$ cat config.mk
export PLATFORM = sky130hd
export DESIGN_NAME = allpass_fractional_delay_filter
export DESIGN_NICKNAME = d
export VERILOG_FILES = /design/src/design/apfd_pkg.sv /design/src/design/apfd_ctrl.sv /design/src/design/apfd_datapath.sv /design/src/design/allpass_fractional_delay_filter.sv
export SDC_FILE = /design/constraint.sdc
export NUM_CORES = 2
export LEC_CHECK = 0
export BUFFER_PORTS_ARGS = -buffer_cell sky130_fd_sc_hd__clkbuf_2
export CORE_UTILIZATION = 40
export DETAILED_ROUTE_END_ITERATION = 6
export GPL_ROUTABILITY_DRIVEN = 0
export SLEW_MARGIN = 30
export SYNTH_ARGS = -nofsm -noshare
export SYNTH_HDL_FRONTEND = slang
export SYNTH_SLANG_ARGS = --single-unit
$ cat constraint.sdc
create_clock -name clk_i -period 16.15 [get_ports clk_i]
set_input_delay 2.4225 -clock clk_i [delete_from_list [all_inputs] [get_ports clk_i]]
set_output_delay 2.4225 -clock clk_i [all_outputs]
set_load 0.02 [all_outputs]
$ cat src/design/apfd_pkg.sv
`default_nettype none

package apfd_pkg;

  localparam int ORDER = 4;

  localparam int NumCfg   = 8;
  localparam int CfgIdxW  = 3;
  localparam int NumCoef  = ORDER + 1;
  localparam int CoefIdxW = (NumCoef > 1) ? $clog2(NumCoef) : 1;
  localparam int StIdxW   = (ORDER > 1) ? $clog2(ORDER) : 1;
  localparam int LastCnt  = 2 * ORDER + 1;
  localparam int CntW     = $clog2(LastCnt + 1);

  localparam int SampleW  = 24;
  localparam int CoefW    = 32;
  localparam int StateW   = 48;
  localparam int ProdW    = CoefW + SampleW;
  localparam int AccW     = 64;
  localparam int OutShift = 24;
  localparam int StShift  = 15;

  localparam logic signed [CoefW-1:0] CoefOne = CoefW'(32'sd16777216);

  typedef logic [CoefIdxW-1:0] coef_idx_t;
  typedef logic [StIdxW-1:0]   st_idx_t;
  typedef logic [CntW-1:0]     cnt_t;

  typedef enum logic [1:0] {
    ACC_NONE  = 2'd0,
    ACC_OUT   = 2'd1,
    ACC_LOAD  = 2'd2,
    ACC_STATE = 2'd3
  } acc_op_e;

  typedef struct packed {
    logic      x_load;
    coef_idx_t mul_coef;
    logic      mul_use_y;
    acc_op_e   acc_op;
    st_idx_t   st_idx;
    logic      st_zero;
    logic      out_push;
  } cmd_t;

  typedef struct packed {
    logic slot_free;
  } status_t;

endpackage

`default_nettype wire

$ cat src/design/apfd_ctrl.sv
`default_nettype none

module apfd_ctrl (
  input  wire logic             clk_i,
  input  wire logic             rst_ni,
  input  wire logic             in_valid_i,
  output logic                  in_ready_o,
  input  wire apfd_pkg::status_t status_i,
  output apfd_pkg::cmd_t        cmd_o
);

  typedef enum logic [2:0] {
    S_IDLE = 3'b001,
    S_RUN  = 3'b010,
    S_HOLD = 3'b100
  } state_e;

  state_e state_q, state_d;
  apfd_pkg::cnt_t cnt_q, cnt_d;

  always_comb begin
    int t;
    int u;
    int k;
    t = int'(cnt_q);
    u = t - 1;
    k = 0;
    state_d = state_q;
    cnt_d = cnt_q;
    in_ready_o = 1'b0;
    cmd_o = '0;
    cmd_o.acc_op = apfd_pkg::ACC_NONE;

    // The multiplier works on step cnt while the accumulator finishes step cnt-1.
    if (t == 0 || t >= apfd_pkg::LastCnt) begin
      cmd_o.mul_coef = apfd_pkg::coef_idx_t'(apfd_pkg::ORDER);
      cmd_o.mul_use_y = 1'b0;
    end else if (t[0]) begin
      k = (t - 1) >> 1;
      cmd_o.mul_coef = apfd_pkg::coef_idx_t'(apfd_pkg::ORDER - 1 - k);
      cmd_o.mul_use_y = 1'b0;
    end else begin
      k = (t >> 1) - 1;
      cmd_o.mul_coef = apfd_pkg::coef_idx_t'(k + 1);
      cmd_o.mul_use_y = 1'b1;
    end

    unique case (state_q)
      S_IDLE: begin
        in_ready_o = 1'b1;
        if (in_valid_i) begin
          cmd_o.x_load = 1'b1;
          cnt_d = '0;
          state_d = S_RUN;
        end
      end
      S_RUN: begin
        if (u == 0) begin
          cmd_o.acc_op = apfd_pkg::ACC_OUT;
        end else if (u > 0 && u[0]) begin
          k = (u - 1) >> 1;
          cmd_o.acc_op = apfd_pkg::ACC_LOAD;
          cmd_o.st_idx = apfd_pkg::st_idx_t'(k + 1);
          cmd_o.st_zero = (k + 1 == apfd_pkg::ORDER);
        end else if (u > 0) begin
          k = (u >> 1) - 1;
          cmd_o.acc_op = apfd_pkg::ACC_STATE;
          cmd_o.st_idx = apfd_pkg::st_idx_t'(k);
        end
        if (cnt_q == apfd_pkg::cnt_t'(apfd_pkg::LastCnt)) begin
          if (status_i.slot_free) begin
            cmd_o.out_push = 1'b1;
            state_d = S_IDLE;
          end else begin
            state_d = S_HOLD;
          end
        end else begin
          cnt_d = cnt_q + apfd_pkg::cnt_t'(1);
        end
      end
      S_HOLD: begin
        if (status_i.slot_free) begin
          cmd_o.out_push = 1'b1;
          state_d = S_IDLE;
        end
      end
      default: begin
        state_d = S_IDLE;
      end
    endcase
  end

  always_ff @(posedge clk_i or negedge rst_ni) begin
    if (!rst_ni) begin
      state_q <= S_IDLE;
      cnt_q <= '0;
    end else begin
      state_q <= state_d;
      cnt_q <= cnt_d;
    end
  end

endmodule

`default_nettype wire

$ cat src/design/apfd_datapath.sv
`default_nettype none

module apfd_datapath (
  input  wire logic                                  clk_i,
  input  wire logic                                  rst_ni,
  input  wire apfd_pkg::cmd_t                        cmd_i,
  output apfd_pkg::status_t                          status_o,
  input  wire logic                                  cfg_we_i,
  input  wire logic [apfd_pkg::CfgIdxW-1:0]          cfg_idx_i,
  input  wire logic [apfd_pkg::CoefW-1:0]            cfg_data_i,
  input  wire logic signed [apfd_pkg::SampleW-1:0]   sample_in_i,
  output logic                                       out_valid_o,
  input  wire logic                                  out_ready_i,
  output logic signed [apfd_pkg::SampleW-1:0]        sample_out_o,
  output logic                                       clipped_o
);

  localparam int SW = apfd_pkg::SampleW;
  localparam int CW = apfd_pkg::CoefW;
  localparam int TW = apfd_pkg::StateW;
  localparam int PW = apfd_pkg::ProdW;
  localparam int AW = apfd_pkg::AccW;
  localparam int OS = apfd_pkg::OutShift;
  localparam int TS = apfd_pkg::StShift;
  localparam int RoW = AW - OS;
  localparam int RsW = AW - TS;

  localparam logic signed [SW-1:0] OutMax = {1'b0, {(SW-1){1'b1}}};
  localparam logic signed [SW-1:0] OutMin = {1'b1, {(SW-1){1'b0}}};
  localparam logic signed [TW-1:0] StMax  = {1'b0, {(TW-1){1'b1}}};
  localparam logic signed [TW-1:0] StMin  = {1'b1, {(TW-1){1'b0}}};
  localparam logic signed [AW-1:0] OutRound = AW'(1) <<< (OS - 1);
  localparam logic signed [AW-1:0] StRound  = AW'(1) <<< (TS - 1);

  logic signed [CW-1:0] coef_q [apfd_pkg::NumCoef];
  logic signed [TW-1:0] state_q [apfd_pkg::ORDER];
  logic signed [SW-1:0] x_q, y_q;
  logic                 clip_q;
  logic signed [PW-1:0] prod_q;
  logic signed [AW-1:0] acc_q;
  logic                 out_valid_q;
  logic signed [SW-1:0] sample_out_q;
  logic                 clipped_q;

  logic signed [SW-1:0] mul_smp;
  logic signed [PW-1:0] prod_d;
  logic signed [AW-1:0] prod_ext, st0_ext, rd_ext, out_sum, st_diff;
  logic signed [TW-1:0] rd_state;
  logic signed [RoW-1:0] out_r;
  logic signed [RsW-1:0] st_r;
  logic                 out_ok, st_ok;
  logic signed [SW-1:0] y_d;
  logic signed [TW-1:0] st_d;
  logic                 slot_free;

  assign mul_smp = cmd_i.mul_use_y ? y_q : x_q;
  assign prod_d = coef_q[cmd_i.mul_coef] * mul_smp;
  assign prod_ext = {{(AW-PW){prod_q[PW-1]}}, prod_q};

  assign st0_ext = {{(AW-TW-TS){state_q[0][TW-1]}}, state_q[0], {TS{1'b0}}};
  assign rd_state = cmd_i.st_zero ? '0 : state_q[cmd_i.st_idx];
  assign rd_ext = {{(AW-TW-TS){rd_state[TW-1]}}, rd_state, {TS{1'b0}}} | StRound;

  assign out_sum = prod_ext + st0_ext + OutRound;
  assign out_r = out_sum[AW-1:OS];
  assign out_ok = (out_r[RoW-1:SW-1] == {(RoW-SW+1){out_r[RoW-1]}});
  assign y_d = out_ok ? out_r[SW-1:0] : (out_r[RoW-1] ? OutMin : OutMax);

  assign st_diff = acc_q - prod_ext;
  assign st_r = st_diff[AW-1:TS];
  assign st_ok = (st_r[RsW-1:TW-1] == {(RsW-TW+1){st_r[RsW-1]}});
  assign st_d = st_ok ? st_r[TW-1:0] : (st_r[RsW-1] ? StMin : StMax);

  assign slot_free = !out_valid_q || out_ready_i;
  assign status_o.slot_free = slot_free;

  always_ff @(posedge clk_i or negedge rst_ni) begin
    if (!rst_ni) begin
      for (int i = 0; i < apfd_pkg::NumCoef; i++) begin
        coef_q[i] <= (i == 0) ? apfd_pkg::CoefOne : '0;
      end
    end else if (cfg_we_i && (int'(cfg_idx_i) < apfd_pkg::NumCoef)) begin
      coef_q[cfg_idx_i[apfd_pkg::CoefIdxW-1:0]] <= cfg_data_i;
    end
  end

  always_ff @(posedge clk_i or negedge rst_ni) begin
    if (!rst_ni) begin
      for (int i = 0; i < apfd_pkg::ORDER; i++) begin
        state_q[i] <= '0;
      end
    end else if (cmd_i.acc_op == apfd_pkg::ACC_STATE) begin
      state_q[cmd_i.st_idx] <= st_d;
    end
  end

  always_ff @(posedge clk_i or negedge rst_ni) begin
    if (!rst_ni) begin
      out_valid_q <= 1'b0;
    end else if (cmd_i.out_push) begin
      out_valid_q <= 1'b1;
    end else if (out_ready_i) begin
      out_valid_q <= 1'b0;
    end
  end

  always_ff @(posedge clk_i) begin
    prod_q <= prod_d;
    if (cmd_i.x_load) begin
      x_q <= sample_in_i;
    end
    case (cmd_i.acc_op)
      apfd_pkg::ACC_OUT: begin
        y_q <= y_d;
        clip_q <= !out_ok;
      end
      apfd_pkg::ACC_LOAD: begin
        acc_q <= prod_ext + rd_ext;
      end
      default: begin
      end
    endcase
    if (cmd_i.out_push) begin
      sample_out_q <= y_q;
      clipped_q <= clip_q;
    end
  end

  assign out_valid_o = out_valid_q;
  assign sample_out_o = sample_out_q;
  assign clipped_o = clipped_q;

endmodule

`default_nettype wire

$ cat src/design/allpass_fractional_delay_filter.sv
// The filter takes a new input item only after the result of the last one has been pushed
// into the output register. The single shared 32x24 multiplier forms the 2*ORDER+1 products
// of each item one per cycle.
// Reset: coef_0 is one, all other coefficients and all state words are zero,
// and the output register is empty.
`default_nettype none

module allpass_fractional_delay_filter (
  input  wire logic                                  clk_i,
  input  wire logic                                  rst_ni,
  input  wire logic                                  cfg_we_i,
  input  wire logic [apfd_pkg::CfgIdxW-1:0]          cfg_idx_i,
  input  wire logic [apfd_pkg::CoefW-1:0]            cfg_data_i,
  input  wire logic                                  in_valid_i,
  output logic                                       in_ready_o,
  input  wire logic signed [apfd_pkg::SampleW-1:0]   sample_in_i,
  output logic                                       out_valid_o,
  input  wire logic                                  out_ready_i,
  output logic signed [apfd_pkg::SampleW-1:0]        sample_out_o,
  output logic                                       clipped_o
);

  apfd_pkg::cmd_t    cmd;
  apfd_pkg::status_t status;

  apfd_ctrl u_ctrl (
    .clk_i      (clk_i),
    .rst_ni     (rst_ni),
    .in_valid_i (in_valid_i),
    .in_ready_o (in_ready_o),
    .status_i   (status),
    .cmd_o      (cmd)
  );

  apfd_datapath u_datapath (
    .clk_i        (clk_i),
    .rst_ni       (rst_ni),
    .cmd_i        (cmd),
    .status_o     (status),
    .cfg_we_i     (cfg_we_i),
    .cfg_idx_i    (cfg_idx_i),
    .cfg_data_i   (cfg_data_i),
    .sample_in_i  (sample_in_i),
    .out_valid_o  (out_valid_o),
    .out_ready_i  (out_ready_i),
    .sample_out_o (sample_out_o),
    .clipped_o    (clipped_o)
  );

  a_push_needs_slot: assert property (@(posedge clk_i) disable iff (!rst_ni)
    cmd.out_push |-> status.slot_free)
    else $error("result pushed into a full output register");

  a_busy_after_accept: assert property (@(posedge clk_i) disable iff (!rst_ni)
    (in_valid_i && in_ready_o) |=> !in_ready_o)
    else $error("new item taken while the previous one is in work");

  a_valid_from_push: assert property (@(posedge clk_i) disable iff (!rst_ni)
    $rose(out_valid_o) |-> $past(cmd.out_push))
    else $error("output valid without a pushed result");

endmodule

`default_nettype wire

==> impl_metrics.ini <==
[cts]
cts_tree = yes
clockBufferDepth = 3
cts.sinks = 554
cts-root-buf = clkbuf_16
htreeDepth = 3
cts_setup_buffers = 0
path_clk_slew_ns = 0.06
cts_hold_buffers = 0
clk_latency_ns = 0.67
numCtsBuffers = 68
cts_resized = 0

[setup_path]
critPathLaunchType = register
r2r_start = u_ctrl.cnt_q[0]
path_class = register to register
max_stage_delay_ns = 0.97
required_ns = 16.69
cpMostUsedCell = fa_1
cpMaxStageDelayCell = mux2_2
end_kind = register
crit_start = u_ctrl.cnt_q[0]
worstPathMaxFanout = 41
worstPathArrival_ns = 12.37

[drt]
drt_pass1_iterations = 6
ant_nets = 0
drt-wirelength-per-cell_um = 22.8
routed_wl_um = 178000
num_vias = 44100
vias_per_cell = 5.62
drc = 0
drt_iter0_markers = 4215

[timing]
tightest_slew_ns = 1.01
rsz0062_at_grt = false
fmax_ghz = 0.0846
hold_slack_ns = 0.436
fin_crit_ns = 11.83
relSlewSlack_pct = 30.7
maxSlewViolCount = 0
setup_viol = 0
final.setup.tns_ns = 0
period_share_pct = 73.2
hold_violations = 0
clock_skew_ns = 0.0373

[hold_path]
hp-start = u_datapath.prod_q[0]
min_path_type = register to register

[yosys]
yosys_most_used_dff = dfrtp_1
netlist_instances = 5909
ys_top_cells_by_area = fa_1, dfrtp_1, ha_1
ys_ff_latch = 554
syn_area_mm2 = 0.0583
syn-num-nets = 7124
synthArstFlopShare_pct = 65.0
yosys_warnings = 0
synth_commonest_cells = inv_1, fa_1, nand2_1, nor2_1, ha_1
avgSynthCellArea_um2 = 9.87
ys_seq_area_share_pct = 24.5
yosys.area.top_type_share_pct = 26.9
yosysMostFrequentCell = inv_1
synth-edff-count = 138
yosys.area.top_type = fa_1
synth_cell_type_count = 93

[cells_and_area]
nFillCells = 13600
multiInputGateArea_mm2 = 0.0399
areaGrowthSynthToFinish_pct = 8.59
nNetsFinal = 7102
register_area_mm2 = 0.0143
layoutNonFillerInstCount = 7842
drive_gt1_share_pct = 11.7
fin_util_pct = 43.9

[die]
die_h_um = 384
die_area_mm2 = 0.147
num_io_pins = 91
std_cell_rows = 139
die_w_um = 384
start_util_pct = 40.4
core_mm2 = 0.144

[job]
drv_cap = 0

[grt]
grt_max_degree = 101
grt_overflow = 0
grt_pass1_vias = 45900
antenna_found_initial = 9
grt_use_total_pct = 24.7
grt_pass1_wl_um = 276000

[placed_design]
dp_hpwl_um = 135000
numPlacedInstances = 7720
io_buffers = 90

[status]
outcome = complete, no violations
## worst max-delay path, delay by kind of cell, from the launching register on
kind	cells	cell delay, ns
AO/OA/AOI/OAI	10	3.76
adder cells (fa/ha/maj)	9	4.15
buffers and inverters	5	1.04
multiplexers	2	1.12
flip-flops	1	0.62
AND/OR/NAND/NOR	3	0.92
## layout make-up
cell class	count	area share, %
Clock buffer	95	3.04
Clock inverter	26	0.506
Inverter	887	5.26
Multi-Input combinational cell	4190	63.0
Tap cell	1903	3.76
Timing Repair Buffer	186	1.92
Antenna cell	1	0.00395
Sequential cell	554	22.6
## metrics by stage
step	area, um^2	setup WS (ns)
floorplan	58300	6.52
global placement	61000	4.77
detailed placement	61000	4.51
CTS	63300	4.47
global route	63300	3.66
finish	63300	4.32
## path summary, 6_finish.rpt
kind	end	slack, ns	cells after the start
worst min register to register	u_datapath.acc_q[0]	0.44	0
worst min-delay path	u_datapath.acc_q[0]	0.44	0
worst max-delay path	u_datapath.prod_q[55]	4.32	29
min in group asynchronous	u_datapath.coef_q[118]	1.81	1
max in group asynchronous	u_datapath.st0_ext[55]	12.33	4
worst max register to register	u_datapath.prod_q[55]	4.32	29
## cell usage in the layout (no fill, tap or decap), drive strengths merged, types with 138 or more instances in the layout
cell | synthesis | routed
inv | 886 | 894
fa | 784 | 784
nand2 | 668 | 668
nor2 | 533 | 533
ha | 367 | 367
dfrtp | 358 | 358
o21ai | 247 | 247
mux2 | 243 | 243
a21oi | 231 | 231
clkbuf | 230 | 184
edfxtp | 138 | 138
## logic make-up after synthesis
family	after synthesis	synth area share [%]
AOI/OAI and AO/OA	930	10.5
xor gates and xnor gates	182	2.73
adders and majority gates	1151	34.8
buffers and inverters	1165	7.61
DFF	554	24.5
muxes	349	8.23
and+or+nand+nor	1578	11.7
## routing by layer
| metal | vias to the layer above | track usage [%] | part of all wire (%) |
|---|---|---|---|
| met5 | - | 0.0325 | 0.027 |
| met4 | 8 | 8.63 | 3.6 |
| met3 | 357 | 5.12 | 8.5 |
| met2 | 1764 | 39.4 | 46 |
| met1 | 22600 | 33.3 | 42 |
| li1 | 19300 | - | - |
## state kept, by name, indices dropped and copies added, names as in the netlist
signal                   count
u_datapath.coef_q          160
u_datapath.state_q         144
u_datapath.acc_q            64
u_datapath.prod_q           56
u_datapath.st0_ext          48
u_datapath.sample_out_o     24
u_datapath.x_q              24
u_datapath.y_q              24
u_ctrl.cnt_q                 4
u_ctrl.state_q               3
u_datapath.clip_q            1
u_datapath.clipped_o         1
u_datapath.out_valid_o       1
Power is not shown: default switching activity piles up to over one toggle a cycle in this logic, so the estimate is an artifact.
